===== src/sv/pidaw_pkg.sv =====
// Shared widths, register indexes, constants and types of the PID motor drive block.
`default_nettype none

package pidaw_pkg;

   localparam int ANGLE_W    = 16;
   localparam int ERR_W      = 17;
   localparam int DIFF_W     = 18;
   localparam int SUM_W      = 32;
   localparam int GAIN_W     = 32;
   localparam int LIMIT_W    = 31;
   localparam int TOP_W      = 16;
   localparam int DRIVE_W    = 11;
   localparam int DUTY_W     = 10;
   localparam int FRAC_BITS  = 24;
   localparam int PROD_P_W   = GAIN_W + 1 + ERR_W;
   localparam int PROD_D_W   = GAIN_W + 1 + DIFF_W;
   localparam int PROD_I_W   = GAIN_W + 1 + SUM_W;
   localparam int ACC_W      = 55;
   localparam int I_CAP_SHIFT = 52;
   localparam int CSR_IDX_W  = 3;
   localparam int CSR_DATA_W = 32;

   localparam logic [CSR_IDX_W-1:0] REG_TARGET_ANGLE = 3'd0;
   localparam logic [CSR_IDX_W-1:0] REG_PROP_GAIN    = 3'd1;
   localparam logic [CSR_IDX_W-1:0] REG_INTEG_GAIN   = 3'd2;
   localparam logic [CSR_IDX_W-1:0] REG_DERIV_GAIN   = 3'd3;
   localparam logic [CSR_IDX_W-1:0] REG_INTEG_LIMIT  = 3'd4;
   localparam logic [CSR_IDX_W-1:0] REG_DUTY_TOP     = 3'd5;

   localparam logic signed [ANGLE_W-1:0] TARGET_ANGLE_RESET = 16'sd102;
   localparam logic [GAIN_W-1:0]         PROP_GAIN_RESET    = 32'd9830400;
   localparam logic [LIMIT_W-1:0]        INTEG_LIMIT_RESET  = 31'd255744000;
   localparam logic [TOP_W-1:0]          DUTY_TOP_RESET     = 16'd999;

   localparam logic [DUTY_W-1:0]         OUT_LIMIT   = 10'd999;
   localparam logic signed [ACC_W-1:0]   OUT_LIMIT_Q = ACC_W'(64'd999 << FRAC_BITS);
   localparam logic signed [PROD_I_W-1:0] I_TERM_CAP = PROD_I_W'(64'd1 << I_CAP_SHIFT);

   typedef struct packed {
      logic signed [ANGLE_W-1:0] target_angle;
      logic [GAIN_W-1:0]         prop_gain;
      logic [GAIN_W-1:0]         integ_gain_scaled;
      logic [GAIN_W-1:0]         deriv_gain_scaled;
      logic [LIMIT_W-1:0]        integ_limit;
      logic [TOP_W-1:0]          duty_top;
   } cfg_type;

   typedef struct packed {
      logic signed [PROD_P_W-1:0] p;
      logic signed [PROD_D_W-1:0] d;
      logic signed [PROD_I_W-1:0] i;
   } prod_type;

endpackage

`default_nettype wire


===== src/sv/pidaw_integrator.sv =====
// Error stage: forms the error, updates the error sum with anti-windup and the error difference.
`default_nettype none

module pidaw_integrator (
   input  wire logic                            clock,
   input  wire logic                            reset,
   input  wire logic                            load,
   input  wire logic signed [pidaw_pkg::ANGLE_W-1:0] angle,
   input  wire pidaw_pkg::cfg_type              cfg,
   output logic signed [pidaw_pkg::ERR_W-1:0]   err,
   output logic signed [pidaw_pkg::DIFF_W-1:0]  diff,
   output logic signed [pidaw_pkg::SUM_W-1:0]   sum
);
   import pidaw_pkg::*;

   localparam int WIDE_W = SUM_W + 2;
   localparam logic signed [WIDE_W-1:0] SUM_MAX = WIDE_W'(64'h7FFF_FFFF);
   localparam logic signed [WIDE_W-1:0] SUM_MIN = -WIDE_W'(64'h8000_0000);

   logic signed [SUM_W-1:0]  error_sum_ff, error_sum_in;
   logic signed [ERR_W-1:0]  last_error_ff, last_error_in;
   logic signed [DIFF_W-1:0] diff_ff, diff_in;

   logic signed [WIDE_W-1:0] lim_pos, lim_neg, sum_ext, err_ext, base, addend, total;

   always_comb begin
      last_error_in = $signed({cfg.target_angle[ANGLE_W-1], cfg.target_angle})
                    - $signed({angle[ANGLE_W-1], angle});
      diff_in = $signed({last_error_in[ERR_W-1], last_error_in})
              - $signed({last_error_ff[ERR_W-1], last_error_ff});

      lim_pos = $signed({{(WIDE_W-LIMIT_W){1'b0}}, cfg.integ_limit});
      lim_neg = -lim_pos;
      sum_ext = $signed({{(WIDE_W-SUM_W){error_sum_ff[SUM_W-1]}}, error_sum_ff});
      err_ext = $signed({{(WIDE_W-ERR_W){last_error_in[ERR_W-1]}}, last_error_in});

      // Above +limit the sum is pinned and may only fall; below -limit it is pinned and may only rise.
      if (sum_ext > lim_pos) begin
         base   = lim_pos;
         addend = last_error_in[ERR_W-1] ? err_ext : '0;
      end else if (sum_ext < lim_neg) begin
         base   = lim_neg;
         addend = (!last_error_in[ERR_W-1] && last_error_in != '0) ? err_ext : '0;
      end else begin
         base   = sum_ext;
         addend = err_ext;
      end
      total = base + addend;

      if (total > SUM_MAX) begin
         error_sum_in = SUM_MAX[SUM_W-1:0];
      end else if (total < SUM_MIN) begin
         error_sum_in = SUM_MIN[SUM_W-1:0];
      end else begin
         error_sum_in = total[SUM_W-1:0];
      end
   end

   always_ff @(posedge clock) begin
      if (reset) begin
         error_sum_ff  <= '0;
         last_error_ff <= '0;
      end else if (load) begin
         error_sum_ff  <= error_sum_in;
         last_error_ff <= last_error_in;
      end
   end

   always_ff @(posedge clock) begin
      if (load) begin
         diff_ff <= diff_in;
      end
   end

   // The state registers double as this stage's output register.
   assign err  = last_error_ff;
   assign sum  = error_sum_ff;
   assign diff = diff_ff;

endmodule

`default_nettype wire


===== config.mk =====
export PLATFORM = sky130hd
export DESIGN_NAME = pidaw_integrator
export DESIGN_NICKNAME = d
export VERILOG_FILES = /design/src/sv/pidaw_pkg.sv /design/src/sv/pidaw_integrator.sv
export SDC_FILE = /design/constraint.sdc
export NUM_CORES = 1
export LEC_CHECK = 0
export ABC_AREA = 0
export BUFFER_PORTS_ARGS = -buffer_cell sky130_fd_sc_hd__buf_2
export CAP_MARGIN = 5
export CELL_PAD_IN_SITES_DETAIL_PLACEMENT = 1
export CELL_PAD_IN_SITES_GLOBAL_PLACEMENT = 2
export CORE_MARGIN = 1.5
export CORE_UTILIZATION = 32
export CTS_BUF_LIST = sky130_fd_sc_hd__clkbuf_16
export CTS_CLUSTER_SIZE = 8
export DETAILED_ROUTE_END_ITERATION = 7
export PLACE_DENSITY_LB_ADDON = 0.05
export RECOVER_POWER = 25
export SLEW_MARGIN = 25
export SYNTH_ARGS = -nofsm -noshare
export SYNTH_HDL_FRONTEND = slang
export SYNTH_SLANG_ARGS = --single-unit

===== constraint.sdc =====
create_clock -name clock -period 13.95 [get_ports clock]
set_input_delay 1.395 -clock clock [delete_from_list [all_inputs] [get_ports clock]]
set_output_delay 1.395 -clock clock [all_outputs]
set_load 0.01 [all_outputs]

; ---- Word-level counts from Yosys, hierarchy flattened
; Cells that the tools add are included.
[totals]
ff_bits = 67
output_inout_bits = 67
word_cells = 22
input_bits = 178
rom_bits = 0
latchBits = 0
mem_count = 0
mem_bits_rw = 0
[op_classes]
n_lt_le_gt_ge = 4
n_eq_ne = 0
shift = 0
mul = 0
n_div = 0
mux = 8
reduce_logical = 3
n_addsub = 4
n_bitwise = 0
[op_table]
columns = op, n
row1 = $mux 34, 6
row2 = $mux 32, 2
row3 = $add 34x34->34, 1
row4 = $gt 34x32->1 const B, 1
row5 = $lt 32x34->1, 1
row6 = $lt 34x32->1 const B, 1
row7 = $neg 31->34, 1
row8 = $gt 32x32->1, 1
row9 = $sub 17x17->18, 1
row10 = $reduce_bool 17->1, 1
row11 = $sub 16x16->17, 1
row12 = $logic_and 1x1->1, 1
row13 = $logic_not 1->1, 1

; ---- Depth between registers and ports, before layout
; Gate-level depths: netlist of the first run.
[logic_depth]
ltp_word = 10
depth_mapped = 35
mapped_depth_nobuf = 32

; ---- Least setup slack after synthesis of the first run
; OpenSTA, ideal clock, no wires.
[synth_timing]
path_type = input to register
from = in cfg[17] in the netlist's numbering
to = reg error_sum_ff[17] (netlist: sum[17])
t_required_ps = 13816
arrival_time_ps = 8588
setup_time_ps = 134
path_stages = 35
path_slack_ps = 5228
path_buffers = 3
path_cell_list = inv_1 > ha_1 > nand4_1 > or3_1 > nor2_1 > nand4_1 > nand2b_1 > nand2b_1 > xnor2_1 > ha_1 > nand2_1 > or4_1 > nor4_1 > a32o_1 > o31a_1 > or2_1 > clkbuf_1 > clkbuf_1 > nand2_1 > nand2_1 > o21ai_0 > ha_1 > fa_1 > a211oi_1 > o21ai_0 > nand3_1 > a31oi_1 > o211ai_1 > o21ai_0 > and3b_1 > or3_1 > a21oi_1 > o21a_1 > buf_2 > a211oi_1
[synth_between]
elab_chain_len = 8
word_cells_on_any_way = 12
cone_classes = 2 x add/sub / 4 x order compare / 6 x mux
[synth_rtl]
columns = element, line_no
row1 = "start, declared", pidaw_integrator.sv:9  ; input wire pidaw_pkg::cfg_type cfg,
row2 = $neg 31->34, pidaw_integrator.sv:33  ; lim_neg = -lim_pos;
row3 = $lt 32x34->1, pidaw_integrator.sv:41  ; end else if (sum_ext < lim_neg) begin
row4 = $mux 34, pidaw_integrator.sv:41
row5 = $mux 34, pidaw_integrator.sv:38  ; if (sum_ext > lim_pos) begin
row6 = $add 34x34->34 (*), pidaw_integrator.sv:48  ; total = base + addend;
row7 = $lt 34x32->1, pidaw_integrator.sv:52  ; end else if (total < SUM_MIN) begin
row8 = $mux 32, pidaw_integrator.sv:52
row9 = $mux 32 (*), pidaw_integrator.sv:50  ; if (total > SUM_MAX) begin
row10 = "end signal, assigned", pidaw_integrator.sv:64  ; error_sum_ff <= error_sum_in;
row11 = "end, declared", pidaw_integrator.sv:20  ; logic signed [SUM_W-1:0] error_sum_ff, error_sum_in;
; Every way passes the cells marked *; elsewhere a longest branch is shown, timed or not.
; A chain may end at the register's enable or synchronous reset.

; ---- Final worst setup path of the first run
[layout_timing]
from = in cfg[17] in the netlist's numbering
to = reg error_sum_ff[6] (netlist: sum[6])
; The elaborated chain is that of the path after synthesis.

==> results of run 1 <==
==> cell families after synthesis <==
| logic type | share of synthesized area, % |
|---|---|
| AOI/OAI and AO/OA | 25.8 |
| and+or+nand+nor | 19.4 |
| xor gates and xnor gates | 8.18 |
| muxes | 1.66 |
| adders and majority gates | 20.1 |
| DFF | 18.0 |
| buffers and inverters | 6.85 |
==> sequential cells by signal (all words and copies together), names as in the netlist <==
name / count
sum: 32
diff: 18
err: 17
==> Yosys cell counts, types with 6 or more instances <==
library cell and instances:
edfxtp_1 18, a211oi_1 43, nor2b_1 9, a21o_1 32, o21a_1 13, a21oi_1 89, a22oi_1 13, o21bai_1 8
o211ai_1 8, o21ai_0 69, ha_1 131, nor4_1 8, inv_1 110, nand3_1 33, a31oi_1 6, or3_1 8
xor2_1 17, nor2_1 134, xnor2_1 62, nor3_1 20, dfxtp_1 49, nand4_1 16, nand2b_1 7, clkbuf_1 28
nand2_1 95, and3_1 8, o31ai_1 7, mux2i_1 14
==> cells in the final DEF, fill, tap and decap left out, types with 13 or more instances in the layout <==
cell type / count
ha_1: 131
a211oi_1: 43
nor3_1: 20
clkbuf_1: 29
buf_2: 102
nor2_1: 133
nand3_1: 33
nand4_1: 16
o21ai_0: 69
mux2i_1: 14
a22oi_1: 13
inv_1: 111
edfxtp_1: 18
nand2_1: 95
xor2_1: 17
xnor2_1: 62
a21oi_1: 89
dfxtp_1: 49
o21a_1: 13
a21o_1: 32
==> per-stage QoR <==
step,instances,setup slack (ns),utilization (%),total power [uW],area [um2]
floorplan,1127,5.23,-,1540,8460
global placement,1566,2.53,36.3,1980,9440
detailed placement,1566,2.55,36.3,1990,9440
CTS,1582,2.86,37.5,2250,9750
global route,1582,2.01,37.4,2450,9710
finish,1582,2.85,37.4,2210,9710
==> power by group through the flow <==
stage,sequential (uW),clock (uW),combinational [uW]
5_1_grt,367,257,1830
4_1_cts,360,249,1640
6_report,356,241,1610
3_3_place_gp,364,0,1620
3_5_place_dp,363,0,1630
2_1_floorplan,355,0,1190
==> worst max-delay path, delay by kind of cell <==
| kind | cells | cell delay, ns |
|---|---|---|
| xor+xnor | 1 | 0.17 |
| compound gates | 11 | 2.82 |
| fa+ha+maj | 4 | 1.34 |
| simple gates | 15 | 4.51 |
| buf+inv | 4 | 1.00 |
==> metal layers <==
metal	part of all wire, %	wire length (um)	global-route usage, %
met5	0	0	0
met4	1.9	548	5.15
met3	2.7	768	2.40
met2	50	14400	39.2
met1	45	12900	26.6
==> how the worst max path moves through the flow <==
| stage | start | to | slack (ns) | depth (start not counted) |
|---|---|---|---|---|
| finish | cfg[17] | sum[6] | 2.85 | 35 |
| global route | cfg[17] | sum[2] | 2.01 | 35 |
| detailed placement | cfg[17] | sum[18] | 2.55 | 35 |
| CTS | cfg[17] | sum[6] | 2.86 | 35 |
| floorplan | cfg[17] | sum[17] | 5.23 | 35 |
| global placement | cfg[17] | sum[13] | 2.53 | 35 |
==> layout make-up <==
| class | count | area [um2] | area share (%) |
|---|---|---|---|
| Sequential cell | 67 | 1520 | 15.7 |
| Clock inverter | 6 | 55.1 | 0.567 |
| Multi-Input combinational cell | 913 | 6360 | 65.5 |
| Inverter | 110 | 413 | 4.25 |
| Timing Repair Buffer | 141 | 694 | 7.15 |
| Clock buffer | 10 | 250 | 2.58 |
| Tap cell | 335 | 419 | 4.32 |
==> run_results.csv, run 1 <==
group,metric,value,unit
run_status,status,"complete, but fails checks",
run_status,violations,"max-capacitance violations, max-slew violations",
cts,clk_latency,0.34,ns
synthesis,yosysTopAreaCell,"ha_1",
drt,wirelength,28600,um
hold_path,hold_path.class,"flop to flop",
global_routing,antenna_found_initial,0,
hold_path,holdPathEnd,"err[0]",
floorplan,std_cell_rows,59,
setup_path,crit_path_max_incr_delay,0.73,ns
timing,tightest_slew,1.98,ns
timing,whs,0.503,ns
global_routing,grt_pass1_vias,8606,
pwr,ir_drop,104,uV
floorplan,die-area,27400,um2
setup_path,r2r-start,"sum[8]",
global_routing,gr-usage-all-layers,21.5,%
synthesis,synthCells,1127,
global_routing,grt_pass1_wl,45500,um
setup_path,path_class,"input pin to flop",
global_routing,grt-ovfl-total,0,
drt,drtIter0Drc,388,
cts,cts_sinks,67,
final_layout,final_nets,1554,
global_routing,grt_max_degree,50,
pwr,clkPwrFrac,10.9,%
setup_path,r2r-end,"sum[6]",
setup_path,crit_path_start_kind,"input pin",
placement,gp_congestion,0.825,
cts,cts-root-buf,"clkbuf_16",
setup_path,r2r_cells,25,
pwr,switching_share,51.8,%
pwr,pwr-share-comb,72.9,%
timing,skew,0.00790,ns
timing,period_share,79.6,%
cts,htree_num_levels,3,
timing,slew_headroom,-32.2,%
timing,rsz0062_at_grt,"no",
final_layout,syn2layout_area_growth,14.9,%
timing,setup_violations,0,
timing,totalNegativeSetupSlack,0,ns
setup_path,critPathMaxFanout,27,
synthesis,postSynth.asyncResetShare,0,%
floorplan,die_x,166,um
hold_path,holdCritStartpoint,"err[0]",
flow_run,drv_cap,1,
pwr,switching_power,1140,uW
floorplan,initial_core_util,32.5,%
pwr,leakage,0.00459,uW
cts,postCtsSetupRepairBufs,0,
synthesis,synth_edf_count,18,
drt,firstDrtPassIters,4,
synthesis,synthFlopType,"dfxtp_1",
setup_path,r2r_slack,5.82,ns
timing,hold_viol_final,0,
synthesis,ys_seq_elements,67,
cts,cts_hold_buffers,0,
cts,cts.reportedPaths.clkPinSlew,0.07,ns
synthesis,yosys_warnings,0,
pwr,powerDensity,227,nW/um2
final_layout,fillers,3296,
hold_path,min_path_cells,2,
cts,numCtsBuffers,9,
synthesis,yosysUniqueCellTypes,73,
setup_path,slowest_stage,"or2_1",
synthesis,synth.avg_cell_area,7.50,um2
cts,post_cts_resized,0,
floorplan,io-pin-count,245,
setup_path,end_kind,"flop",
drt,vias,8375,
drt,ant_nets,0,
timing,drv_slew,35,
cts,cts_tree,"built",
timing,fmax,0.0901,GHz
final_layout,drive_above_1_share,11.9,%
synthesis,syn_nets,1439,
floorplan,die_h,166,um
drt,via_per_inst,5.29,
final_layout,n_antenna_cell,0,
drt,drc_errors,0,
synthesis,netlist_area,8460,um2
pwr,p_int,1060,uW
placement,place.port_buffers,132,
timing,finalCriticalPeriod,11.10,ns
placement,dp_hpwl,23500,um
synthesis,yosysSeqAreaShare,18.0,%
pwr,seqPwrFrac,16.1,%
synthesis,synth.top_cell.area_share,19.4,%
floorplan,core_area,26000,um2
drt,post_drt_wl_per_cell,18.1,um
cts,cts.path.max_buffers,2,
setup_path,cp.required,14.14,ns
setup_path,cp_data_arrival_time,11.29,ns
synthesis,synth_area_leaders,"ha_1 19%, dfxtp_1 12%, xnor2_1 6.4%",
Note: power is estimated with default switching activity, not from simulation.
==> run 2: changes to the inputs <==
--- a/config.mk
+++ b/config.mk
@@ -11,7 +11,7 @@
 export CELL_PAD_IN_SITES_DETAIL_PLACEMENT = 1
 export CELL_PAD_IN_SITES_GLOBAL_PLACEMENT = 2
 export CORE_MARGIN = 1.5
-export CORE_UTILIZATION = 32
+export CORE_UTILIZATION = 30
 export CTS_BUF_LIST = sky130_fd_sc_hd__clkbuf_16
 export CTS_CLUSTER_SIZE = 8
 export DETAILED_ROUTE_END_ITERATION = 7
==> constraint.sdc (replaced) <==
create_clock -name clock -period 11.4 [get_ports clock]
set_input_delay 1.14 -clock clock [delete_from_list [all_inputs] [get_ports clock]]
set_output_delay 1.14 -clock clock [all_outputs]
set_load 0.01 [all_outputs]
==> run_results.csv, run 2 (same netlist as run 1, synthesis figures left out) <==
group,metric,value,unit
final_layout,fillers,3508,
timing,setup_violations,0,
drt,ant_nets,0,
global_routing,gr-usage-all-layers,20.5,%
timing,fmax,0.0990,GHz
setup_path,path_class,"input pin to flop",
setup_path,end_kind,"flop",
cts,htree_num_levels,3,
floorplan,die_h,171,um
timing,drv_slew,74,
timing,finalCriticalPeriod,10.11,ns
final_layout,final_nets,1555,
floorplan,initial_core_util,30.4,%
timing,period_share,88.6,%
flow_run,drv_cap,1,
pwr,ir_drop,111,uV
setup_path,cp_data_arrival_time,10.31,ns
drt,wirelength,29600,um
cts,cts_sinks,67,
cts,postCtsSetupRepairBufs,0,
floorplan,std_cell_rows,61,
placement,gp_congestion,0.823,
timing,tightest_slew,4.24,ns
placement,dp_hpwl,23900,um
floorplan,die_x,171,um
final_layout,final_common_cell,"nor2_1",
setup_path,critPathMaxFanout,31,
placement,pre_cts_slack,1.07,ns
run_status,violations,"max-capacitance violations, max-slew violations",
setup_path,r2r_cells,24,
global_routing,grt_max_degree,74,
placement,place.port_buffers,132,
run_status,status,"complete, but fails checks",
global_routing,grt_pass1_vias,8558,
timing,totalNegativeSetupSlack,0,ns
pwr,powerDensity,279,nW/um2
final_layout,n_antenna_cell,0,
cts,numCtsBuffers,9,
final_layout,syn2layout_area_growth,16.0,%
setup_path,crit_path_start_kind,"input pin",
drt,drtIter0Drc,266,
timing,rsz0062_at_grt,"no",
final_layout,drive_above_1_share,12.9,%
cts,post_cts_resized,0,
floorplan,die-area,29200,um2
global_routing,grt-ovfl-total,0,
drt,firstDrtPassIters,4,
timing,skew,0.00947,ns
cts,cts_tree,"built",
drt,drc_errors,0,
setup_path,slowest_stage,"or3_1",
cts,cts.reportedPaths.clkPinSlew,0.07,ns
setup_path,crit_path_frequent_cell,"ha_1",
cts,clk_latency,0.35,ns
global_routing,grt_pass1_wl,46400,um
timing,setup_ws,1.29,ns
cts,cts_hold_buffers,0,
drt,post_drt_wl_per_cell,18.2,um
timing,hold_viol_final,0,
hold_path,min_path_cells,2,
setup_path,crit_path_max_incr_delay,0.52,ns
floorplan,core_area,27800,um2
hold_path,hold_path.class,"flop to flop",
setup_path,cp.required,11.60,ns
final_layout,final_cell_mix,"133 x nor2_1, 131 x ha_1, 111 x buf_2, 110 x inv_1, 95 x nand2_1",
drt,via_per_inst,5.18,
drt,vias,8429,
global_routing,antenna_found_initial,0,
final_layout,largest_register_ffs,32,
cts,cts.path.max_buffers,2,
pwr,leakage,0.00463,uW
cts,cts-root-buf,"clkbuf_16",
floorplan,io-pin-count,245,
timing,slew_headroom,-183,%
==> run 2: metrics by stage <==
stage | total power, uW | instance area (um2) | cells | utilization [%] | hold WS (ns)
4_1_cts | 2790 | 9830 | 1626 | 35.4 | 0.503
2_1_floorplan | 1890 | 8460 | 1127 | - | 0.514
3_5_place_dp | 2470 | 9520 | 1610 | 34.3 | 0.494
6_report | 2730 | 9810 | 1626 | 35.3 | 0.500
3_3_place_gp | 2450 | 9520 | 1610 | 34.3 | 0.489
5_1_grt | 3020 | 9810 | 1626 | 35.3 | 0.531
==> run 2: worst paths after layout <==
path	startpoint	end	slack, ns
min	sum[0]	sum[0]	0.50
max	cfg[17]	sum[10]	1.29
max reg2reg	sum[8]	sum[10]	3.97
min reg2reg	sum[0]	sum[0]	0.50
==> run 2: area by class of cell <==
class                      count  area [um2]  share of cell area [%]
clock buffer                  11         275                    2.81
sequential                    67        1520                    15.5
inverter                     110         413                    4.21
tap                          378         473                    4.82
clock inverter                 5        40.0                   0.408
timing repair buffer         142         726                    7.40
multi-input combinational    913        6360                    64.8
==> run 2: critical path: cells and delay by family <==
family,cells,cell delay (ns)
buf+inv,4,0.80
fa+ha+maj,4,1.25
simple gates,16,4.53
compound gates,10,2.34
xor+xnor,1,0.17
==> run 2: layer usage <==
metal	routed length (um)	track usage, %	vias to the layer above
li1	-	-	4283
met1	13500	25.4	4022
met2	15000	37.8	102
met3	785	2.98	22
met4	311	3.59	0
met5	0	0	-
==> run 2: power by group <==
part | internal, uW | switching (uW) | total, uW
registers | 334 | 100 | 435
logic | 797 | 1200 | 2000
clock network | 176 | 123 | 299
total | 1310 | 1430 | 2730
==> run 3: changes to the inputs <==
--- a/config.mk
+++ b/config.mk
@@ -15,7 +15,7 @@
 export CTS_BUF_LIST = sky130_fd_sc_hd__clkbuf_16
 export CTS_CLUSTER_SIZE = 8
 export DETAILED_ROUTE_END_ITERATION = 7
-export PLACE_DENSITY_LB_ADDON = 0.05
+export PLACE_DENSITY_LB_ADDON = 0.1
 export RECOVER_POWER = 25
 export SLEW_MARGIN = 25
 export SYNTH_ARGS = -nofsm -noshare
==> run_results.csv, run 3 (same netlist as run 1, synthesis figures left out) <==
group,metric,value,unit
timing,setup_violations,0,
global_routing,grt_pass1_wl,46400,um
floorplan,initial_core_util,30.4,%
cts,cts-root-buf,"clkbuf_16",
global_routing,grt_pass1_vias,8577,
setup_path,cp_data_arrival_time,10.24,ns
hold_path,hold_path.class,"flop to flop",
timing,totalNegativeSetupSlack,0,ns
global_routing,grtUsageMet2,37.3,%
setup_path,crit_path_frequent_cell,"o21ai_0",
cts,numCtsBuffers,9,
placement,gp_congestion,0.819,
drt,drc_errors,0,
setup_path,cp.required,11.59,ns
final_layout,fillers,3550,
setup_path,r2r_slack,3.98,ns
setup_path,path_class,"input pin to flop",
setup_path,critPathMaxFanout,24,
global_routing,grt-ovfl-total,0,
setup_path,slowest_stage,"nor4_1",
floorplan,die_h,171,um
final_layout,syn2layout_area_growth,15.9,%
timing,drv_slew,33,
timing,tightest_slew,1.92,ns
cts,cts_tree,"built",
timing,whs,0.498,ns
setup_path,critPathBufInv,3,
cts,post_cts_resized,0,
timing,fmax,0.0996,GHz
global_routing,grt_max_degree,58,
floorplan,die-area,29200,um2
final_layout,final_cell_mix,"133 x nor2_1, 131 x ha_1, 112 x inv_1, 103 x buf_2, 95 x nand2_1",
pwr,ir_drop,143,uV
run_status,status,"complete, but fails checks",
cts,cts_sinks,67,
floorplan,die_x,171,um
timing,slew_headroom,-28.3,%
placement,dp_hpwl,23600,um
final_layout,final_core_util,35.3,%
setup_path,crit_path_start_kind,"input pin",
cts,cts.path.max_buffers,2,
timing,skew,0.00809,ns
drt,vias,8421,
cts,htree_num_levels,3,
drt,wirelength,28900,um
final_layout,n_antenna_cell,0,
drt,firstDrtPassIters,4,
global_routing,grt.met1_usage,25.6,%
floorplan,std_cell_rows,61,
timing,rsz0062_at_grt,"no",
cts,clk_latency,0.34,ns
drt,ant_nets,0,
setup_path,crit_path_max_incr_delay,0.64,ns
drt,via_per_inst,5.18,
drt,drtIter0Drc,327,
cts,cts_hold_buffers,0,
global_routing,antenna_found_initial,0,
run_status,violations,"max-capacitance violations, max-slew violations",
pwr,leakage,0.00461,uW
final_layout,final_nets,1556,
final_layout,drive_above_1_share,12.2,%
setup_path,end_kind,"flop",
flow_run,drv_cap,1,
final_layout,final_common_cell,"nor2_1",
cts,postCtsSetupRepairBufs,0,
floorplan,io-pin-count,245,
timing,hold_viol_final,0,
pwr,powerDensity,278,nW/um2
global_routing,busiest_layer,"met2",
placement,place.port_buffers,132,
floorplan,core_area,27800,um2
global_routing,grtUsageMet3,1.97,%
global_routing,gr-usage-all-layers,20.3,%
drt,post_drt_wl_per_cell,17.8,um
timing,finalCriticalPeriod,10.04,ns
cts,cts.reportedPaths.clkPinSlew,0.06,ns
timing,period_share,88.1,%
setup_path,cpLargestDelayFamily,"simple AND/OR/NAND/NOR gates",
final_layout,largest_register_ffs,32,
pwr,power,2730,uW
run 3: worst paths after layout:
kind         startpoint  endpoint  cells after the start
max             cfg[16]    sum[5]                     31
min              sum[0]    sum[0]                      2
max reg2reg      sum[8]    sum[5]                     23
min reg2reg      sum[0]    sum[0]                      2
run 3: area by class of cell:
| class | instances | area (um2) | share of cell area, % |
|---|---|---|---|
| clock buffers | 9 | 225 | 2.30 |
| repair buffers | 143 | 723 | 7.38 |
| flip-flops and latches | 67 | 1520 | 15.5 |
| clock inverters | 7 | 85.1 | 0.868 |
| well taps | 378 | 473 | 4.82 |
| inverters | 110 | 413 | 4.21 |
| multi-input cells | 913 | 6360 | 64.9 |
run 3: per-stage QoR:
| step | area, um2 | cells | worst slack, ns |
|---|---|---|---|
| final | 9800 | 1627 | 1.36 |
| after global routing | 9800 | 1627 | 0.459 |
| after CTS | 9840 | 1627 | 1.25 |
| after detailed placement | 9530 | 1611 | 0.898 |
| after global placement | 9530 | 1611 | 1.01 |
| after floorplan | 8460 | 1127 | 2.93 |
run 3: metal layers:
| layer | vias up | wire, um |
|---|---|---|
| li1 | 4278 | - |
| met2 | 89 | 14600 |
| met5 | - | 0 |
| met4 | 0 | 376 |
| met1 | 4036 | 13400 |
| met3 | 18 | 592 |
run 3: power breakdown:
| part | leakage [uW] | internal, uW | switching [uW] |
|---|---|---|---|
| Clock | 0.000159 | 189 | 109 |
| Combinational | 0.00387 | 798 | 1200 |
| Sequential | 0.000584 | 334 | 102 |
run 3: worst min-delay path, cell delays in order, from the launching register on:
cell and delay (ns):
dfxtp_1 0.32, nor2_1 0.08, a211oi_1 0.05
