## config.mk

```make
export PLATFORM = sky130hd
export DESIGN_NAME = pidaw_shaper
export DESIGN_NICKNAME = d
export VERILOG_FILES = /design/src/sv/pidaw_pkg.sv /design/src/sv/pidaw_shaper.sv
export SDC_FILE = /design/constraint.sdc
export NUM_CORES = 1
export LEC_CHECK = 0
export BUFFER_PORTS_ARGS = -buffer_cell sky130_fd_sc_hd__buf_2
export CORE_AREA = 2 2 122 124
export CTS_CLUSTER_SIZE = 8
export DETAILED_ROUTE_END_ITERATION = 10
export DIE_AREA = 0 0 124 126
export MAX_ROUTING_LAYER = met4
export PLACE_DENSITY = 0.87
export SETUP_SLACK_MARGIN = 0.2
export SLEW_MARGIN = 30
export SYNTH_ARGS = -nofsm -noshare
export SYNTH_HDL_FRONTEND = slang
export SYNTH_SLANG_ARGS = --single-unit
```

## constraint.sdc

```tcl
create_clock -name clock -period 11.95 [get_ports clock]
set_clock_uncertainty 0.15 [all_clocks]
set_input_delay 1.195 -clock clock [delete_from_list [all_inputs] [get_ports clock]]
set_output_delay 1.195 -clock clock [all_outputs]
set_load 0.03 [all_outputs]
```

## src/sv/pidaw_pkg.sv

```systemverilog
// Shared widths, register indexes, constants and types of the PID motor drive block.
`default_nettype none

package pidaw_pkg;

   localparam int ANGLE_W    = 16;
   localparam int ERR_W      = 17;
   localparam int DIFF_W     = 18;
   localparam int SUM_W      = 32;
   localparam int GAIN_W     = 32;
   localparam int LIMIT_W    = 31;
   localparam int TOP_W      = 16;
   localparam int DRIVE_W    = 11;
   localparam int DUTY_W     = 10;
   localparam int FRAC_BITS  = 24;
   localparam int PROD_P_W   = GAIN_W + 1 + ERR_W;
   localparam int PROD_D_W   = GAIN_W + 1 + DIFF_W;
   localparam int PROD_I_W   = GAIN_W + 1 + SUM_W;
   localparam int ACC_W      = 55;
   localparam int I_CAP_SHIFT = 52;
   localparam int CSR_IDX_W  = 3;
   localparam int CSR_DATA_W = 32;

   localparam logic [CSR_IDX_W-1:0] REG_TARGET_ANGLE = 3'd0;
   localparam logic [CSR_IDX_W-1:0] REG_PROP_GAIN    = 3'd1;
   localparam logic [CSR_IDX_W-1:0] REG_INTEG_GAIN   = 3'd2;
   localparam logic [CSR_IDX_W-1:0] REG_DERIV_GAIN   = 3'd3;
   localparam logic [CSR_IDX_W-1:0] REG_INTEG_LIMIT  = 3'd4;
   localparam logic [CSR_IDX_W-1:0] REG_DUTY_TOP     = 3'd5;

   localparam logic signed [ANGLE_W-1:0] TARGET_ANGLE_RESET = 16'sd102;
   localparam logic [GAIN_W-1:0]         PROP_GAIN_RESET    = 32'd9830400;
   localparam logic [LIMIT_W-1:0]        INTEG_LIMIT_RESET  = 31'd255744000;
   localparam logic [TOP_W-1:0]          DUTY_TOP_RESET     = 16'd999;

   localparam logic [DUTY_W-1:0]         OUT_LIMIT   = 10'd999;
   localparam logic signed [ACC_W-1:0]   OUT_LIMIT_Q = ACC_W'(64'd999 << FRAC_BITS);
   localparam logic signed [PROD_I_W-1:0] I_TERM_CAP = PROD_I_W'(64'd1 << I_CAP_SHIFT);

   typedef struct packed {
      logic signed [ANGLE_W-1:0] target_angle;
      logic [GAIN_W-1:0]         prop_gain;
      logic [GAIN_W-1:0]         integ_gain_scaled;
      logic [GAIN_W-1:0]         deriv_gain_scaled;
      logic [LIMIT_W-1:0]        integ_limit;
      logic [TOP_W-1:0]          duty_top;
   } cfg_type;

   typedef struct packed {
      logic signed [PROD_P_W-1:0] p;
      logic signed [PROD_D_W-1:0] d;
      logic signed [PROD_I_W-1:0] i;
   } prod_type;

endpackage

`default_nettype wire

```

## src/sv/pidaw_shaper.sv

```systemverilog
// Sum and output stages: caps the integral term, adds the terms, clamps and splits the drive.
`default_nettype none

module pidaw_shaper (
   input  wire logic                              clock,
   input  wire logic                              load_sum,
   input  wire logic                              load_out,
   input  wire pidaw_pkg::prod_type               prod,
   input  wire logic [pidaw_pkg::TOP_W-1:0]       duty_top,
   output logic signed [pidaw_pkg::DRIVE_W-1:0]   signed_drive,
   output logic                                   forward_dir,
   output logic [pidaw_pkg::DUTY_W-1:0]           duty
);
   import pidaw_pkg::*;

   logic signed [PROD_I_W-1:0] i_capped;
   logic signed [ACC_W-1:0]    total_ff, total_in;
   logic signed [ACC_W-1:0]    total_mag;
   logic [DUTY_W-1:0]          mag;
   logic signed [DRIVE_W-1:0]  drive_ff, drive_in;
   logic                       dir_ff, dir_in;
   logic [DUTY_W-1:0]          duty_ff, duty_in;

   always_comb begin
      if (prod.i > I_TERM_CAP) begin
         i_capped = I_TERM_CAP;
      end else if (prod.i < -I_TERM_CAP) begin
         i_capped = -I_TERM_CAP;
      end else begin
         i_capped = prod.i;
      end
      total_in = ACC_W'(prod.p) + ACC_W'(prod.d) + ACC_W'(i_capped);
   end

   always_ff @(posedge clock) begin
      if (load_sum) begin
         total_ff <= total_in;
      end
   end

   always_comb begin
      total_mag = total_ff[ACC_W-1] ? -total_ff : total_ff;
      // Truncation is toward zero, so a small negative value gives zero drive.
      if (total_ff > OUT_LIMIT_Q) begin
         mag = OUT_LIMIT;
      end else if (total_ff < -OUT_LIMIT_Q) begin
         mag = OUT_LIMIT;
      end else begin
         mag = total_mag[FRAC_BITS +: DUTY_W];
      end
      drive_in = total_ff[ACC_W-1] ? -$signed({1'b0, mag}) : $signed({1'b0, mag});
      dir_in   = !total_ff[ACC_W-1];
      duty_in  = ({{(TOP_W-DUTY_W){1'b0}}, mag} > duty_top) ? duty_top[DUTY_W-1:0] : mag;
   end

   always_ff @(posedge clock) begin
      if (load_out) begin
         drive_ff <= drive_in;
         dir_ff   <= dir_in;
         duty_ff  <= duty_in;
      end
   end

   assign signed_drive = drive_ff;
   assign forward_dir  = dir_ff;
   assign duty         = duty_ff;

endmodule

`default_nettype wire

```

* Word-level counts from Yosys, hierarchy flattened
Index checks and enable logic that the tools add are counted.
W data, S select, Z words.
** Word-level totals
- Register bits :: 77
- Input port bits :: 185
- Output and inout bits :: 22
- Logic and storage cells :: 22
** Operators by class
- Add/subtract/negate cells :: 4
- $lt $le $gt $ge :: 5
- Muxes and demuxes :: 7
- Reductions and logical operators :: 1
** Operator list (number)
- $mux W55 :: 2
- $gt A65 B54 Y1 const B :: 1
- $lt A65 B53 Y1 const B :: 1
- $add A52 B55 Y55 :: 1
- $gt A55 B35 Y1 const B :: 1
- $lt A55 B35 Y1 const B :: 1
- $add A50 B51 Y52 :: 1
- $mux W10 :: 4
- $mux W34 :: 1
- $neg A34 Y34 :: 1
- $gt A10 B16 Y1 :: 1
- $neg A10 Y11 :: 1
- $logic_not A1 Y1 :: 1

* Depth between registers and ports, before layout
Gate-level depths: netlist of run 1.
- Depth in word-level cells :: 6
- Mapped depth :: 20
- Mapped depth without buffers :: 19

* Worst setup path before layout of run 1
OpenSTA, ideal clock, no wires.
- Path type :: input to register
- Start point :: input prod[46] (netlist name)
- End point :: register total_ff[45] (data pin)
- Library setup time :: 0.264 ns
- Arrival :: 5.351 ns
- Required time :: 11.536 ns
- Setup slack :: 6.185 ns
- Cell stages on the path :: 19
- Buffers on the path :: 1
- Path through :: nor4_1 nand4_1 o41ai_1 a21oi_1 clkbuf_1 nand2b_1 fa_1 inv_1 ha_1 and3_1 a221oi_1 or3_4 a21oi_4 a21oi_2 or4_4 a21oi_4 o2111ai_2 nor2b_1 xnor2_1
** Between the ends
- Longest elaborated chain between the ends :: 4
- Elaborated cells between the ends (all ways) :: 5
- Classes of those cells :: add/sub: 1; order compare: 2; mux: 2
** RTL lines
- start: declaration :: line pidaw_shaper.sv:8 : input wire pidaw_pkg::prod_type prod,
- $lt A65 B53 Y1 :: line pidaw_shaper.sv:27 : end else if (prod.i < -I_TERM_CAP) begin
- $mux W55 :: line pidaw_shaper.sv:27
- $mux W55 (*) :: line pidaw_shaper.sv:25 : if (prod.i > I_TERM_CAP) begin
- $add A52 B55 Y55 (*) :: line pidaw_shaper.sv:32 : total_in = ACC_W'(prod.p) + ACC_W'(prod.d) + ACC_W'(i_capped);
- net total_in[45] :: line pidaw_shaper.sv:17 : logic signed [ACC_W-1:0] total_ff, total_in;
- end signal: assignment :: line pidaw_shaper.sv:37 : total_ff <= total_in;
- end: declaration :: line pidaw_shaper.sv:17
The timed path passes the listed nets; every way through them passes the cells marked *.
A chain may end at the register's enable or synchronous reset.

* Final worst setup path of run 1
- Start point :: input prod[12] (netlist name)
- End point :: register total_ff[37] (data pin)
The elaborated chain is that of the path after synthesis.

==> results.sh, run 1 <==
export IMPL_status="finished, final reports clean"
export IMPL_vias=7569
export IMPL_cts_resized_gates=0
export IMPL_fin_crit_ps=7200
export IMPL_fin_hold_ws_ps=684
export IMPL_rsz0062_at_grt="false"
export IMPL_finalCritPeriodShare_pct=60.3
export IMPL_avgSynthCellArea_um2=9.34
export IMPL_cts_tree="done"
export IMPL_post_route_drc_count=0
export IMPL_die_x_um=124
export IMPL_drv_cap=0
export IMPL_sw_frac_of_total_pct=35.0
export IMPL_cpPeakStageDelay_ps=670
export IMPL_drive_gt1_share_pct=23.4
export IMPL_synth_top_cell_area_share_pct=27.6
export IMPL_ys_ff_latch=77
export IMPL_clk_pin_slew_ps=60
export IMPL_die_h_um=126
export IMPL_ios=207
export IMPL_dr_pass1_iters=7
export IMPL_required_ps=11890
export IMPL_critPathLaunchType="input port"
export IMPL_root_buffer="clkbuf_16"
export IMPL_path_max_fanout=52
export IMPL_syn_nets=1202
export IMPL_synth_area_leaders="edfxtp_1 28%, fa_1 13%, ha_1 9.7%, xnor2_1 4.9%, a21oi_1 4.0%"
export IMPL_critPathCaptureType="flip-flop"
export IMPL_ys_types=62
export IMPL_seq_area_frac_synth_pct=27.6
export IMPL_irDropWorstVdd_uv=75.3
export IMPL_grt_pass1_wl_um=37800
export IMPL_powerDensity_nw_per_um2=112
export IMPL_htreeDepth=3
export IMPL_crit_arrival_ps=7140
export IMPL_critical_path_buf_inv_count=2
export IMPL_synthArstFlopShare_pct=0
export IMPL_portBuffers=206
export IMPL_routedWlPerCell_um=19.0
export IMPL_cp_cell_sequence="buf_2 -> nor4_1 -> nand4_1 -> o41ai_1 -> a21oi_4 -> buf_4 -> nor2b_1 -> fa_1 -> ha_1 -> fa_1 -> a21o_1 -> a221oi_1 -> or3_4 -> a21oi_4 -> o21ai_0 -> a21oi_1 -> a211oi_1 -> o31ai_1 -> a31oi_1 -> xnor2_1"
export IMPL_fp_row_count=44
export IMPL_synth_cells=897
export IMPL_via_per_inst=5.97
export IMPL_dieArea_um2=15600
export IMPL_hold_viol=0
export IMPL_grt_overflow_total=0
export IMPL_clockBufferDepth=2
export IMPL_totalWireLength_um=24200
export IMPL_fmax_ghz=0.139
export IMPL_p_leak_nw=4.51
export IMPL_p_switching_uw=385
export IMPL_criticalPathCategory="input port to flip-flop"
export IMPL_cts_setup_buffers=0
export IMPL_insertion_delay_ps=340
export IMPL_start_util_pct=58.5
export IMPL_relSlewSlack_pct=50.0
export IMPL_p_clk_share_pct=28.1
export IMPL_num_nets_final=1383
export IMPL_grt_max_degree=56
export IMPL_numCtsBuffers=9
export IMPL_antenna_found_initial=1
export IMPL_yosys_area_top_type="edfxtp_1"
export IMPL_p_int_uw=714
export IMPL_grt_usage_pct=32.7
export IMPL_drtAntennaViolNets=0
export IMPL_setup_viol=0
export IMPL_placeableCoreArea_um2=14300
export IMPL_synth_edff_count=77
export IMPL_area_growth_synth_to_final_pct=17.6
export IMPL_p_seq_share_pct=35.6
export IMPL_synth_common_cells="79 x inv_1, 77 x edfxtp_1, 67 x a21oi_1"
export IMPL_yosysMostFrequentCell="inv_1"
export IMPL_drtIter0Drc=620
export IMPL_ys_warn_count=0
export IMPL_cp_slowest_cell="o41ai_1"
export IMPL_netlist_area_um2=8370
export IMPL_synthFlopType="edfxtp_1"
export IMPL_p_comb_share_pct=36.4
export IMPL_gp_congestion=0.979
export IMPL_first_global_vias=7439
export IMPL_drv_slew=0
export IMPL_min_path_type="flip-flop to flip-flop"
export IMPL_hpwl_um=20200
export IMPL_cts_sinks=77
export IMPL_final_setup_tns_ps=0
export IMPL_worst_slew_pin_slew_ps=750
export IMPL_hold_buffers=0
export IMPL_crit_family="compound AO/OA/AOI/OAI gates"
-- layout make-up --
cell class / instances / area, um^2
diodes: 1 / 2.50
clock buffers: 9 / 225
clock inverters: 7 / 106
fillers: 1183 / 4470
inverters: 79 / 297
multi-input cells: 703 / 5630
flip-flops and latches: 77 / 2310
well taps: 184 / 230
repair buffers: 208 / 1050
-- stage by stage --
| step | std cells | power (mW) | worst slack, ps | instance area (um^2) | utilization, % |
|---|---|---|---|---|---|
| after floorplan | 897 | 0.662 | 6190 | 8370 | - |
| final | 1268 | 1.10 | 4750 | 9840 | 68.8 |
| after global placement | 1251 | 0.777 | 4590 | 9510 | 66.4 |
| after global routing | 1268 | 1.16 | 4540 | 9840 | 68.8 |
| after CTS | 1267 | 1.10 | 4880 | 9840 | 68.8 |
| after detailed placement | 1251 | 0.786 | 4540 | 9510 | 66.4 |
-- power by group through the flow --
stage          clock, mW  sequential (mW)  combinational [mW]
4_1_cts            0.311            0.390               0.394
3_5_place_dp           0            0.395               0.391
6_report           0.309            0.391               0.400
3_3_place_gp           0            0.393               0.383
2_1_floorplan          0            0.396               0.266
5_1_grt            0.322            0.397               0.439
-- kinds of logic (layout without fill, tap and decap cells) --
kind of cell | after synthesis | in the layout | synth area share, %
AO/OA/AOI/OAI | 203 | 203 | 15.6
XOR/XNOR | 70 | 70 | 7.32
adder cells (fa/ha/maj) | 120 | 120 | 22.9
buffers and inverters | 117 | 303 | 5.35
flip-flops | 77 | 77 | 27.6
multiplexers | 16 | 16 | 2.08
other | 0 | 1 | 0
AND/OR/NAND/NOR | 294 | 294 | 19.2
-- layout by cell type, fill, tap and decap left out, types with 3 or more instances in the layout --
cell / netlist / routed
a21oi_1: 67 / 66
xor2_1: 23 / 23
a211oi_1: 7 / 7
and3_1: 11 / 11
nand2_1: 57 / 57
buf_2: 1 / 206
nor2_1: 40 / 40
nor3_1: 18 / 18
or4_1: 7 / 7
inv_1: 79 / 79
a211o_1: 3 / 3
edfxtp_1: 77 / 77
nor4_1: 25 / 25
or3_1: 5 / 5
o21a_1: 5 / 5
nor3b_1: 3 / 3
a21o_1: 35 / 35
o21ai_0: 34 / 33
a21oi_4: 2 / 3
and2_1: 4 / 4
o21bai_1: 9 / 9
mux2i_1: 5 / 5
mux2_2: 11 / 11
clkbuf_16: 0 / 9
o21ai_1: 5 / 6
nand4_1: 28 / 28
o31ai_1: 5 / 5
a31oi_1: 4 / 4
ha_1: 65 / 65
fa_1: 55 / 55
o22ai_1: 3 / 3
nand3_1: 20 / 20
xnor2_1: 47 / 47
nor2b_1: 46 / 46
o211ai_1: 4 / 4
nand2b_1: 19 / 19
-- routing by layer --
layer  vias up  GRT usage (%)  wire, um
met4         0           10.4       638
met5         -              -         0
met1      3578           41.0      9760
met3        39           4.80      1830
li1       3562              -         -
met2       390           54.4     11900
-- worst min-delay path, stage by stage, from the launching register on --
cell and delay [ps]:
edfxtp_1 500, o21ai_0 130, o21ai_1 80
-- registers in the layout, indices dropped and copies added, names as in the netlist --
signal	flops
total_ff	55
signed_drive	11
duty	10
forward_dir	1
-- path summary, 6_finish.rpt --
| check | endpoint | slack, ps | cells after the start | startpoint |
|---|---|---|---|---|
| max | total_ff[37] | 4750 | 20 | prod[12] |
| max reg2reg | duty[3] | 6510 | 17 | total_ff[3] |
| min | signed_drive[9] | 680 | 2 | total_ff[33] |
| min reg2reg | signed_drive[9] | 680 | 2 | total_ff[33] |
Power figures use the tool's default switching activity.
==> run 2: changes to the inputs <==
--- a/config.mk
+++ b/config.mk
@@ -6,12 +6,12 @@
 export NUM_CORES = 1
 export LEC_CHECK = 0
 export BUFFER_PORTS_ARGS = -buffer_cell sky130_fd_sc_hd__buf_2
-export CORE_AREA = 2 2 122 124
+export CORE_AREA = 2 2 133 135
 export CTS_CLUSTER_SIZE = 8
 export DETAILED_ROUTE_END_ITERATION = 10
-export DIE_AREA = 0 0 124 126
+export DIE_AREA = 0 0 135 137
 export MAX_ROUTING_LAYER = met4
-export PLACE_DENSITY = 0.87
+export PLACE_DENSITY = 0.77
 export SETUP_SLACK_MARGIN = 0.2
 export SLEW_MARGIN = 30
 export SYNTH_ARGS = -nofsm -noshare
==> constraint.sdc (replaced) <==
create_clock -name clock -period 6.4 [get_ports clock]
set_clock_uncertainty 0.15 [all_clocks]
set_input_delay 0.64 -clock clock [delete_from_list [all_inputs] [get_ports clock]]
set_output_delay 0.64 -clock clock [all_outputs]
set_load 0.03 [all_outputs]
==> run 2 against run 1 <==
Against the previous run:
- sequential share of layout area decreased by 0.33 points
- sequential power increased by 86%
- power increased by 84%
- via count decreased by 2.3%
- highest routed layer unchanged
==> results.sh, run 2 (same netlist as run 1, synthesis figures left out) <==
export IMPL_setup_viol=0
export IMPL_placeableCoreArea_um2=17100
export IMPL_cp_slowest_cell="o41ai_2"
export IMPL_cts_tree="done"
export IMPL_routedWlPerCell_um=18.2
export IMPL_use_met1_pct=34.8
export IMPL_area_growth_synth_to_final_pct=19.2
export IMPL_top_register="total_ff"
export IMPL_fp_row_count=48
export IMPL_r2r_start="total_ff[3]"
export IMPL_fillCellCount=1526
export IMPL_largest_register_ffs=55
export IMPL_p_leak_nw=4.56
export IMPL_r2r_end="duty[7]"
export IMPL_portBuffers=206
export IMPL_finalCritPeriodShare_pct=92.1
export IMPL_min_delay_start="duty_top[2]"
export IMPL_critical_path_buf_inv_count=2
export IMPL_die_x_um=135
export IMPL_path_max_fanout=15
export IMPL_die_h_um=137
export IMPL_rsz0062_at_grt="false"
export IMPL_cpPeakStageDelay_ps=480
export IMPL_required_ps=6340
export IMPL_crit_arrival_ps=5830
export IMPL_crit_family="compound AO/OA/AOI/OAI gates"
export IMPL_criticalPathCategory="input port to flip-flop"
export IMPL_powerDensity_nw_per_um2=203
export IMPL_fin_crit_ps=5900
export IMPL_numCtsBuffers=9
export IMPL_hold_buffers=0
export IMPL_status="finished, final reports clean"
export IMPL_fin_hold_ws_ps=472
export IMPL_totalWireLength_um=24000
export IMPL_grt_overflow_total=0
export IMPL_cts_resized_gates=0
export IMPL_start_util_pct=49.1
export IMPL_grt_max_degree=56
export IMPL_hold_path_end="duty[2]"
export IMPL_hpwl_um=20800
export IMPL_irDropWorstVdd_uv=143
export IMPL_cp_cell_sequence="buf_2 -> nor4_1 -> nand4_1 -> o41ai_2 -> a21oi_4 -> buf_4 -> nor2b_1 -> fa_1 -> ha_1 -> fa_1 -> a21o_1 -> a221oi_1 -> or3_4 -> a21oi_4 -> o21ai_0 -> a21oi_1 -> a211oi_1 -> o31ai_1 -> a31oi_1 -> xnor2_1"
export IMPL_final_setup_tns_ps=0
export IMPL_top_usage_layer="met2"
export IMPL_rr_worst_depth=18
export IMPL_fmax_ghz=0.170
export IMPL_root_buffer="clkbuf_16"
export IMPL_grt_usage_pct=27.5
export IMPL_critPathCaptureType="flip-flop"
export IMPL_worst_slew_pin_slew_ps=713
export IMPL_num_nets_final=1396
export IMPL_layout_common_cells="206 x buf_2, 79 x inv_1, 77 x edfxtp_1, 66 x a21oi_1, 65 x ha_1"
export IMPL_use_met2_pct=46.2
export IMPL_post_route_drc_count=0
export IMPL_drive_gt1_share_pct=24.2
export IMPL_reg2reg_setup_slack_ps=1870
export IMPL_dieArea_um2=18500
export IMPL_drtAntennaViolNets=0
export IMPL_cts_setup_buffers=0
export IMPL_gp_congestion=0.985
export IMPL_fin_util_pct=58.5
export IMPL_drv_slew=0
export IMPL_grt_pass1_wl_um=37600
export IMPL_via_per_inst=5.60
export IMPL_vias=7398
export IMPL_min_path_type="input port to flip-flop"
export IMPL_critPathLaunchType="input port"
export IMPL_drv_cap=0
export IMPL_ios=207
export IMPL_drtIter0Drc=485
export IMPL_hold_path_depth=2
export IMPL_antenna_found_initial=0
export IMPL_hold_viol=0
export IMPL_grt_use_met3_pct=4.41
export IMPL_clockBufferDepth=2
export IMPL_antenna_cells=0
export IMPL_first_global_vias=7329
export IMPL_relSlewSlack_pct=52.4
export IMPL_dr_pass1_iters=5
export IMPL_cts_sinks=77
export IMPL_htreeDepth=3
export IMPL_layout_commonest_cell="buf_2"
export IMPL_insertion_delay_ps=340
export IMPL_clk_pin_slew_ps=60
-- run 2: cell count changes in the layout (fill, tap and decap cells not counted), sizes merged --
cell    delta
buf       +13
inv        -3
diode      -1
clkinv     +3
-- run 2: area by class of cell --
| class | instances | area, um^2 | share of cell area (%) |
|---|---|---|---|
| clock inverters | 7 | 90.1 | 0.902 |
| repair buffers | 221 | 1140 | 11.5 |
| flip-flops and latches | 77 | 2310 | 23.2 |
| multi-input cells | 703 | 5630 | 56.4 |
| inverters | 79 | 297 | 2.97 |
| clock buffers | 9 | 225 | 2.26 |
| well taps | 225 | 282 | 2.82 |
-- run 2: worst max-delay path by stage --
stage	to	start	slack, ps	cells past startpoint
after global placement	total_ff[49]	prod[12]	200	20
after global routing	total_ff[37]	prod[46]	190	20
final	total_ff[37]	prod[46]	500	20
after floorplan	total_ff[45]	prod[46]	1190	19
after CTS	total_ff[52]	prod[12]	420	20
after detailed placement	total_ff[52]	prod[12]	110	20
-- run 2: report_power, final --
| part | leakage [nW] | internal, mW | total, mW | switching, mW |
|---|---|---|---|---|
| logic | 3.67 | 0.321 | 0.767 | 0.446 |
| registers | 0.743 | 0.676 | 0.728 | 0.0521 |
| clock network | 0.154 | 0.339 | 0.530 | 0.192 |
| total | 4.56 | 1.34 | 2.03 | 0.690 |
-- run 2: per-stage QoR --
stage	setup slack (ps)	std cells	cell area, um^2	power (mW)
3_5_place_dp	113	1305	9660	1.49
3_3_place_gp	201	1305	9660	1.48
4_1_cts	420	1321	9970	2.03
5_1_grt	190	1321	9980	2.14
2_1_floorplan	1190	897	8370	1.24
6_report	503	1321	9980	2.03
-- run 2: worst reg2reg max path: stages (launching register included) --
cell       delay, ps
edfxtp_1         360
nor4_1           370
nand4_1          350
o2111ai_1        320
a211oi_1         130
o21ai_0          170
buf_4            190
nand2_1          100
ha_1             310
nor2b_1          140
o21a_1           160
o21a_1           160
o21ai_0          140
nand2b_1          70
a21oi_1          140
nor2b_1           60
o21ai_0          160
a211o_1          410
mux2_2           390
-- run 2: routing by layer --
metal / vias to the layer above / part of all wire [%]
met5: - / 0
met4: 0 / 1.9
met3: 33 / 6.4
met2: 321 / 48
met1: 3447 / 44
li1: 3597 / -
==> run 3: changes to the inputs <==
--- a/config.mk
+++ b/config.mk
@@ -6,12 +6,12 @@
 export NUM_CORES = 1
 export LEC_CHECK = 0
 export BUFFER_PORTS_ARGS = -buffer_cell sky130_fd_sc_hd__buf_2
-export CORE_AREA = 2 2 133 135
+export CORE_AREA = 2 2 140 142
 export CTS_CLUSTER_SIZE = 8
 export DETAILED_ROUTE_END_ITERATION = 10
-export DIE_AREA = 0 0 135 137
+export DIE_AREA = 0 0 142 144
 export MAX_ROUTING_LAYER = met4
-export PLACE_DENSITY = 0.77
+export PLACE_DENSITY = 0.71
 export SETUP_SLACK_MARGIN = 0.2
 export SLEW_MARGIN = 30
 export SYNTH_ARGS = -nofsm -noshare
==> constraint.sdc (replaced) <==
create_clock -name clock -period 6.4 [get_ports clock]
set_clock_uncertainty 0.15 [all_clocks]
set_input_delay 0.64 -clock clock [delete_from_list [all_inputs] [get_ports clock]]
set_output_delay 0.64 -clock clock [all_outputs]
set_load 0.005 [all_outputs]
==> run 3 against run 2 <==
Against the previous run:
- die area grew 11%
- core utilization is 6.1 points lower
- count of clock-buffer cells in the layout grew 1
- sequential power is essentially flat
- non-clock buffer count is 1 higher
- first-iteration DRC count decreased by 15%
- cell area grew 0.21%
- worst setup slack better by 130 ps
- sequential cell count is the same
- cell count grew 1.1%
- register-to-register slack worse by 40 ps
- critical endpoint unchanged
==> results.sh, run 3 (same netlist as run 1, synthesis figures left out) <==
export IMPL_status="finished, final reports clean"
export IMPL_critPathLaunchType="input port"
export IMPL_post_route_drc_count=0
export IMPL_htreeDepth=3
export IMPL_crit_arrival_ps=5710
export IMPL_drv_cap=0
export IMPL_drtAntennaViolNets=0
export IMPL_cpPeakStageDelay_ps=460
export IMPL_layout_commonest_cell="buf_2"
export IMPL_grt_max_degree=56
export IMPL_grt_pass1_wl_um=38400
export IMPL_grt_usage_pct=25.5
export IMPL_area_growth_synth_to_final_pct=19.5
export IMPL_start_util_pct=43.9
export IMPL_final_setup_tns_ps=0
export IMPL_fmax_ghz=0.173
export IMPL_gp_congestion=1.03
export IMPL_fin_crit_ps=5770
export IMPL_dr_pass1_iters=5
export IMPL_dp_cells=1319
export IMPL_cts_setup_buffers=0
export IMPL_wl_met3_um=1420
export IMPL_relSlewSlack_pct=51.3
export IMPL_top_register="total_ff"
export IMPL_rr_worst_depth=18
export IMPL_required_ps=6340
export IMPL_dieArea_um2=20400
export IMPL_hold_viol=0
export IMPL_r2r_start="total_ff[3]"
export IMPL_hold_path_end="duty[6]"
export IMPL_num_nets_final=1397
export IMPL_portBuffers=206
export IMPL_first_global_vias=7385
export IMPL_routedWlPerCell_um=18.4
export IMPL_finalCritPeriodShare_pct=90.1
export IMPL_grt_overflow_total=0
export IMPL_insertion_delay_ps=350
export IMPL_drive_gt1_share_pct=24.2
export IMPL_fp_row_count=51
export IMPL_antenna_found_initial=0
export IMPL_wl_met1_um=10500
export IMPL_ios=207
export IMPL_hpwl_um=21200
export IMPL_die_h_um=144
export IMPL_min_delay_start="duty_top[6]"
export IMPL_dp_slack_ps=194
export IMPL_reg2reg_setup_slack_ps=1830
export IMPL_setup_viol=0
export IMPL_largest_register_ffs=55
export IMPL_wl_met2_um=12100
export IMPL_p_leak_nw=4.56
export IMPL_setup_slack_ps=634
export IMPL_hold_path_depth=2
export IMPL_worst_slew_pin_slew_ps=730
export IMPL_cts_tree="done"
export IMPL_totalWireLength_um=24500
export IMPL_cp_slowest_cell="fa_1"
export IMPL_cts_sinks=77
export IMPL_rsz0062_at_grt="false"
export IMPL_cp_cell_sequence="buf_2 -> nor3_1 -> buf_4 -> nand4_1 -> o41ai_1 -> buf_4 -> a21oi_4 -> nor2b_1 -> fa_1 -> ha_1 -> fa_1 -> a21o_1 -> a221oi_1 -> or3_4 -> a21oi_4 -> o21ai_0 -> a21oi_1 -> a211oi_2 -> o31ai_1 -> a31oi_1 -> xnor2_1"
export IMPL_criticalPathCategory="input port to flip-flop"
export IMPL_highest_layer="met4"
export IMPL_die_x_um=142
export IMPL_irDropWorstVdd_uv=90.1
export IMPL_clk_pin_slew_ps=60
export IMPL_powerDensity_nw_per_um2=200
export IMPL_root_buffer="clkbuf_16"
export IMPL_critPathCaptureType="flip-flop"
export IMPL_via_per_inst=5.47
export IMPL_antenna_cells=0
export IMPL_min_path_type="input port to flip-flop"
export IMPL_placeableCoreArea_um2=19100
export IMPL_fin_cells=1335
export IMPL_drv_slew=0
export IMPL_drtIter0Drc=412
export IMPL_layout_common_cells="206 x buf_2, 79 x inv_1, 77 x edfxtp_1, 66 x a21oi_1, 65 x ha_1"
export IMPL_numCtsBuffers=9
export IMPL_vias=7304
export IMPL_r2r_end="duty[0]"
export IMPL_path_max_fanout=28
export IMPL_clockBufferDepth=2
## run 3: cell types whose count changed in the layout (fill, tap and decap cells not counted), sizes merged
cell	delta
clkinv	-3
clkinvlp	+2
buf	+1
clkbuf	+1
## run 3: worst max path at each step
| stage | start | slack, ps | to | depth (start not counted) |
|---|---|---|---|---|
| 2_1_floorplan | prod[46] | 1190 | total_ff[45] | 19 |
| 3_3_place_gp | prod[25] | 140 | total_ff[37] | 21 |
| 3_5_place_dp | prod[25] | 190 | total_ff[37] | 21 |
| 4_1_cts | prod[25] | 540 | total_ff[37] | 21 |
| 5_1_grt | prod[25] | 340 | total_ff[37] | 21 |
| 6_report | prod[25] | 630 | total_ff[37] | 21 |
## run 3: what timing repair did
| action | 4_1_cts | 5_1_grt |
|---|---|---|
| resized for setup | 0 | 1 |
| setup endpoints to repair | 0 | 1 |
| hold buffers | 0 | 0 |
## run 3: report_power, final
group	switching (mW)	internal (mW)	leakage (nW)
clock	0.202	0.341	0.146
sequential	0.0529	0.676	0.743
combinational	0.414	0.320	3.67
total	0.669	1.34	4.56
## run 3: final cells by class
type | count | area [um^2]
Clock buffer | 10 | 229
Clock inverter | 6 | 87.6
Fill cell | 1793 | 9070
Inverter | 79 | 297
Multi-Input combinational cell | 703 | 5630
Sequential cell | 77 | 2310
Tap cell | 238 | 298
Timing Repair Buffer | 222 | 1150
## run 3: worst max-delay path, delay by kind of cell
family,cells,cell delay (ps)
compound gates,10,2480
xor+xnor,1,90
fa+ha+maj,3,1100
buf+inv,3,470
simple gates,4,910
## run 3: metal layers
metal | up-vias | GRT usage (%)
li1 | 3597 | -
met1 | 3420 | 30.9
met2 | 258 | 44.1
met3 | 29 | 4.37
met4 | 0 | 7.47
met5 | - | -
## run 3: per-stage QoR
step / util, % / instance area (um^2) / hold WS [ps] / power [mW]
6_report: 52.4 / 10000 / 464 / 2.01
5_1_grt: 52.4 / 10000 / 461 / 2.13
4_1_cts: 52.4 / 10000 / 449 / 2.02
3_5_place_dp: 50.8 / 9680 / 643 / 1.47
3_3_place_gp: 50.8 / 9680 / 628 / 1.45
2_1_floorplan: - / 8370 / 602 / 1.21
